**config.mk**
```make
export PLATFORM = sky130hd
export DESIGN_NAME = mdc_front
export DESIGN_NICKNAME = d
export VERILOG_FILES = /design/src/design/message_dedup_cache_macros.svh /design/src/design/mdc_pkg.sv /design/src/design/mdc_front.sv
export SDC_FILE = /design/constraint.sdc
export NUM_CORES = 1
export LEC_CHECK = 0
export BUFFER_PORTS_ARGS = -buffer_cell sky130_fd_sc_hd__buf_2
export CORE_ASPECT_RATIO = 1.75
export CORE_MARGIN = 8
export CORE_UTILIZATION = 25
export CTS_CLUSTER_DIAMETER = 80
export DETAILED_ROUTE_END_ITERATION = 6
export GPL_TIMING_DRIVEN = 0
export PLACE_DENSITY = 0.54
export RECOVER_POWER = 25
export REMOVE_ABC_BUFFERS = 1
export SKIP_LAST_GASP = 1
export SYNTH_ARGS = -nofsm -noshare
export SYNTH_HDL_FRONTEND = slang
export SYNTH_SLANG_ARGS = --single-unit
```
**constraint.sdc**
```tcl
create_clock -name clk -period 9.9 [get_ports clk]
set_input_delay 0.495 -clock clk [delete_from_list [all_inputs] [get_ports clk]]
set_output_delay 0.495 -clock clk [all_outputs]
set_load 0.01 [all_outputs]
```
**src/design/message_dedup_cache_macros.svh**
```systemverilog
// Assertion macros used by the scan design file.
// Each macro expects signals named clk and rst in the module that uses it.
`ifndef MESSAGE_DEDUP_CACHE_MACROS_SVH
`define MESSAGE_DEDUP_CACHE_MACROS_SVH

// Same-cycle implication, checked outside reset.
`define MDC_ASSERT_IMP(lbl, ante, cons, msg) \
  lbl: assert property (@(posedge clk) disable iff (rst) (ante) |-> (cons)) \
    else $error(msg);

// Next-cycle implication, checked outside reset.
`define MDC_ASSERT_NXT(lbl, ante, cons, msg) \
  lbl: assert property (@(posedge clk) disable iff (rst) (ante) |=> (cons)) \
    else $error(msg);

`endif

```
**src/design/mdc_pkg.sv**
```systemverilog
`timescale 1ns / 1ps

package mdc_pkg;

  // Table geometry.
  localparam int SLOT_COUNT = 64;
  localparam int IDX_W      = (SLOT_COUNT > 1) ? $clog2(SLOT_COUNT) : 1;
  localparam int CNT_W      = $clog2(SLOT_COUNT + 1);

  // Lifetime register reset value in milliseconds.
  localparam logic [31:0] LIFETIME_RESET = 32'd30000;

  // Depth of the request queue between front and back.
  localparam int QUEUE_DEPTH = 2;
  localparam int QPTR_W      = (QUEUE_DEPTH > 1) ? $clog2(QUEUE_DEPTH) : 1;
  localparam int QCNT_W      = $clog2(QUEUE_DEPTH + 1);

  // One lookup request.
  typedef struct packed {
    logic [63:0] sender;
    logic [63:0] msg_time;
    logic [7:0]  msg_kind;
    logic [63:0] now_time;
  } item_t;

  // One stored table entry.
  typedef struct packed {
    logic [63:0] added_time;
    logic [63:0] sender;
    logic [63:0] msg_time;
    logic [7:0]  kind;
  } slot_t;

  localparam int SLOT_W = $bits(slot_t);

  // Back-end sequencer states.
  typedef enum logic [1:0] {
    S_IDLE,
    S_SCAN,
    S_INSERT,
    S_REPORT
  } scan_state_t;

endpackage

```
**src/design/mdc_front.sv**
```systemverilog
`timescale 1ns / 1ps

module mdc_front (
  input  logic          clk,
  input  logic          rst,
  input  logic          in_valid,
  output logic          in_ready,
  input  mdc_pkg::item_t in_item,
  output logic          q_valid,
  output mdc_pkg::item_t q_item,
  input  logic          q_pop
);
  import mdc_pkg::*;

  item_t             slots [QUEUE_DEPTH];
  logic [QPTR_W-1:0] wr_ptr;
  logic [QPTR_W-1:0] rd_ptr;
  logic [QCNT_W-1:0] count;
  logic              push;
  logic              pop;

  // The queue takes an item whenever it has room.
  assign in_ready = (count != QCNT_W'(QUEUE_DEPTH));
  assign push     = in_valid && in_ready;
  assign q_valid  = (count != '0);
  assign pop      = q_pop && q_valid;
  assign q_item   = slots[rd_ptr];

  // Pointers and fill count.
  always_ff @(posedge clk) begin
    if (rst) begin
      wr_ptr <= '0;
      rd_ptr <= '0;
      count  <= '0;
    end else begin
      if (push) begin
        wr_ptr <= (wr_ptr == QPTR_W'(QUEUE_DEPTH - 1)) ? '0 : wr_ptr + 1'b1;
      end
      if (pop) begin
        rd_ptr <= (rd_ptr == QPTR_W'(QUEUE_DEPTH - 1)) ? '0 : rd_ptr + 1'b1;
      end
      if (push && !pop) begin
        count <= count + 1'b1;
      end else if (pop && !push) begin
        count <= count - 1'b1;
      end
    end
  end

  // Queue storage.
  always_ff @(posedge clk) begin
    if (push) begin
      slots[wr_ptr] <= in_item;
    end
  end

endmodule

```
==> reports/results.txt <==
WP data required - 9.41 ns
Post-CTS setup buffer count - 0
Worst-path clk slew - 0.07 ns
Filler cells - 5810
Vias per cell - 3.99
Final Wtd Congestion - 0.736
Synthesized instance count - 646
Post-Syn Area - 14700 µm²
Most common cell in the netlist - edfxtp_1
DR pass1 iterations - 4
Dominant cells by area after synthesis - edfxtp_1, mux2_2, buf_6, dfxtp_1, xor2_1
HPWL after DPL - 25600 µm
Worst slew margin - 0.557
Setup slack after layout - 7.33 ns
Initial drt markers - 259
Final Skew - 0.0169 ns
Seq/Total Area, Yosys - 0.822
CP arrival - 2.07 ns
Final min period - 2.57 ns
CTS Buf Count - 40
Post-synth EDFFs - 400
Vias - 7530
# port buffers - 405
Share of cells above drive strength 1 - 0.580
Htree depth - 2
Critical-path cell list - buf_16, mux2_2, buf_2
Place WS - 7.37 ns
Slowest stage delay, CP - 0.56 ns
Synth Warn # - 0
Final period util - 0.259
Crit path capture type - primary output
DR WL/cell - 19.1 µm
Crit path launch type - register
Io pins - 406
Worst skew pair latency - 0.55 ns
Clk root buf - clkbuf_16
Measured slew at the worst slew-check pin - 0.665 ns
# setup viols final - 0
Primary FF master, synth - edfxtp_1
Vias in the first global route - 8329
CP top delay family - flip-flops
Max Root-Sink Buffers - 3
Die ar. - 67200 µm²
Drc violations - 0
Synth top area share - 0.816
Setup TNS - 0 ns
MaxCap Viol Count - 0
Core area - 58300 µm²
Site Rows - 117
Synth async-reset ratio - 0
Pwr/cell area - 252 nW/µm²
Routed Antenna Nets - 0
Crit Path Max Fanout - 64
Final Max Slew Viols - 0
Post-layout util - 0.324
First-pass GRT wire length - 51700 µm
Final hold vios - 0
Critical path class - register to primary output
CTS tree - yes
CP max stage cell - dfxtp_4
Leak - 6.75 nW
Initial antenna violation count - 11
Die width - 199 µm
Die Span Y - 337 µm
Hold_ws - 0.127 ns
RSZ-0062 raised after global routing - no
Grt ovf - 0
Fin nets - 1284
Pin count of the biggest net entering global routing - 79
Status - complete, no violations
Hold buffer count at CTS - 0
Most frequent cells after synthesis - edfxtp_1, mux2_2, buf_6
Initial Util - 0.253
CTS resizes - 0
Avg Cell Area, Syn - 22.8 µm²
Yosys cell types - 18
Layout area overhead - 28.3%
Hold crit path type - input port to register
Cell taking the most area after synthesis - edfxtp_1
Flops & latches, synth - 405
Sink Count - 405
Fmax achieved - 0.389 GHz
Tot GR Track Use - 0.103
Total routed wirelength - 36000 µm
WP buf/inv - 2
Maximum vdd drop - 0.000220 V
## final cells by class
cell class | count | area [µm²] | area share
Tap cell | 773 | 967 | 0.0512
Sequential cell | 405 | 12100 | 0.641
Clock buffer | 51 | 1060 | 0.0563
Timing Repair Buffer | 413 | 2210 | 0.117
Inverter | 1 | 11.3 | 0.000596
Clock inverter | 18 | 121 | 0.00643
Multi-Input combinational cell | 218 | 2380 | 0.126
Antenna cell | 10 | 25.0 | 0.00132
## sequential cells by signal (all words and copies together) (netlist names), named ones only
register / cells
rd_ptr: 1
wr_ptr: 1
slots: 400
count: 2
## worst paths after layout
check	end	slack, ns	start	depth (start not counted)
setup / recovery	q_item[105]	7.33	register	3
hold / removal	slots[0][128]$_DFFE_PP_	0.13	in_item[128]	1
setup reg to reg	slots[0][105]$_DFFE_PP_	7.49	count[0]$_SDFFE_PP0P_	5
hold reg to reg	register	0.52	rd_ptr$_SDFFE_PP0P_	2
## cell usage in the layout (no fill, tap or decap), types with 2 or more instances in the layout
cell type,netlist,layout
inv_8,0,2
diode_2,0,10
a21oi_1,2,2
mux2_2,200,200
buf_16,0,8
clkinv_2,0,9
clkbuf_16,0,41
nor2_1,3,3
dfxtp_1,5,4
clkbuf_1,0,40
clkinv_1,0,5
o21ai_0,2,2
xor2_1,3,3
edfxtp_1,400,400
buf_2,0,375
## logic make-up after synthesis
group,count (synthesis),share of synthesized area
flip-flops,405,0.822
multiplexers,200,0.153
buffers and inverters,23,0.0166
AND/OR/NAND/NOR,9,0.00340
AO/OA/AOI/OAI,5,0.00204
XOR/XNOR,3,0.00178
adder cells (fa/ha/maj),1,0.000849
## report_power, final
| group | switching, W | total [W] | internal [W] |
|---|---|---|---|
| clock | 0.000622 | 0.00141 | 0.000787 |
| sequential | 0.0000567 | 0.00220 | 0.00214 |
| combinational | 0.000637 | 0.00115 | 0.000517 |
## through the flow
step	cells	power, W	instance area [µm²]
CTS	1879	0.00487	18900
global placement	1802	0.00360	17500
finish	1889	0.00476	18900
floorplan	624	0.00297	14500
detailed placement	1810	0.00343	17700
global route	1885	0.00499	18900
## per-layer routing
layer,up-vias,wire length (µm),GRT usage
li1,3458,-,-
met2,272,19900,0.193
met3,67,3170,0.0398
met5,-,13,0
met1,3731,11500,0.0939
met4,2,1410,0.0543
No activity file was read; power rests on OpenSTA's default activity.
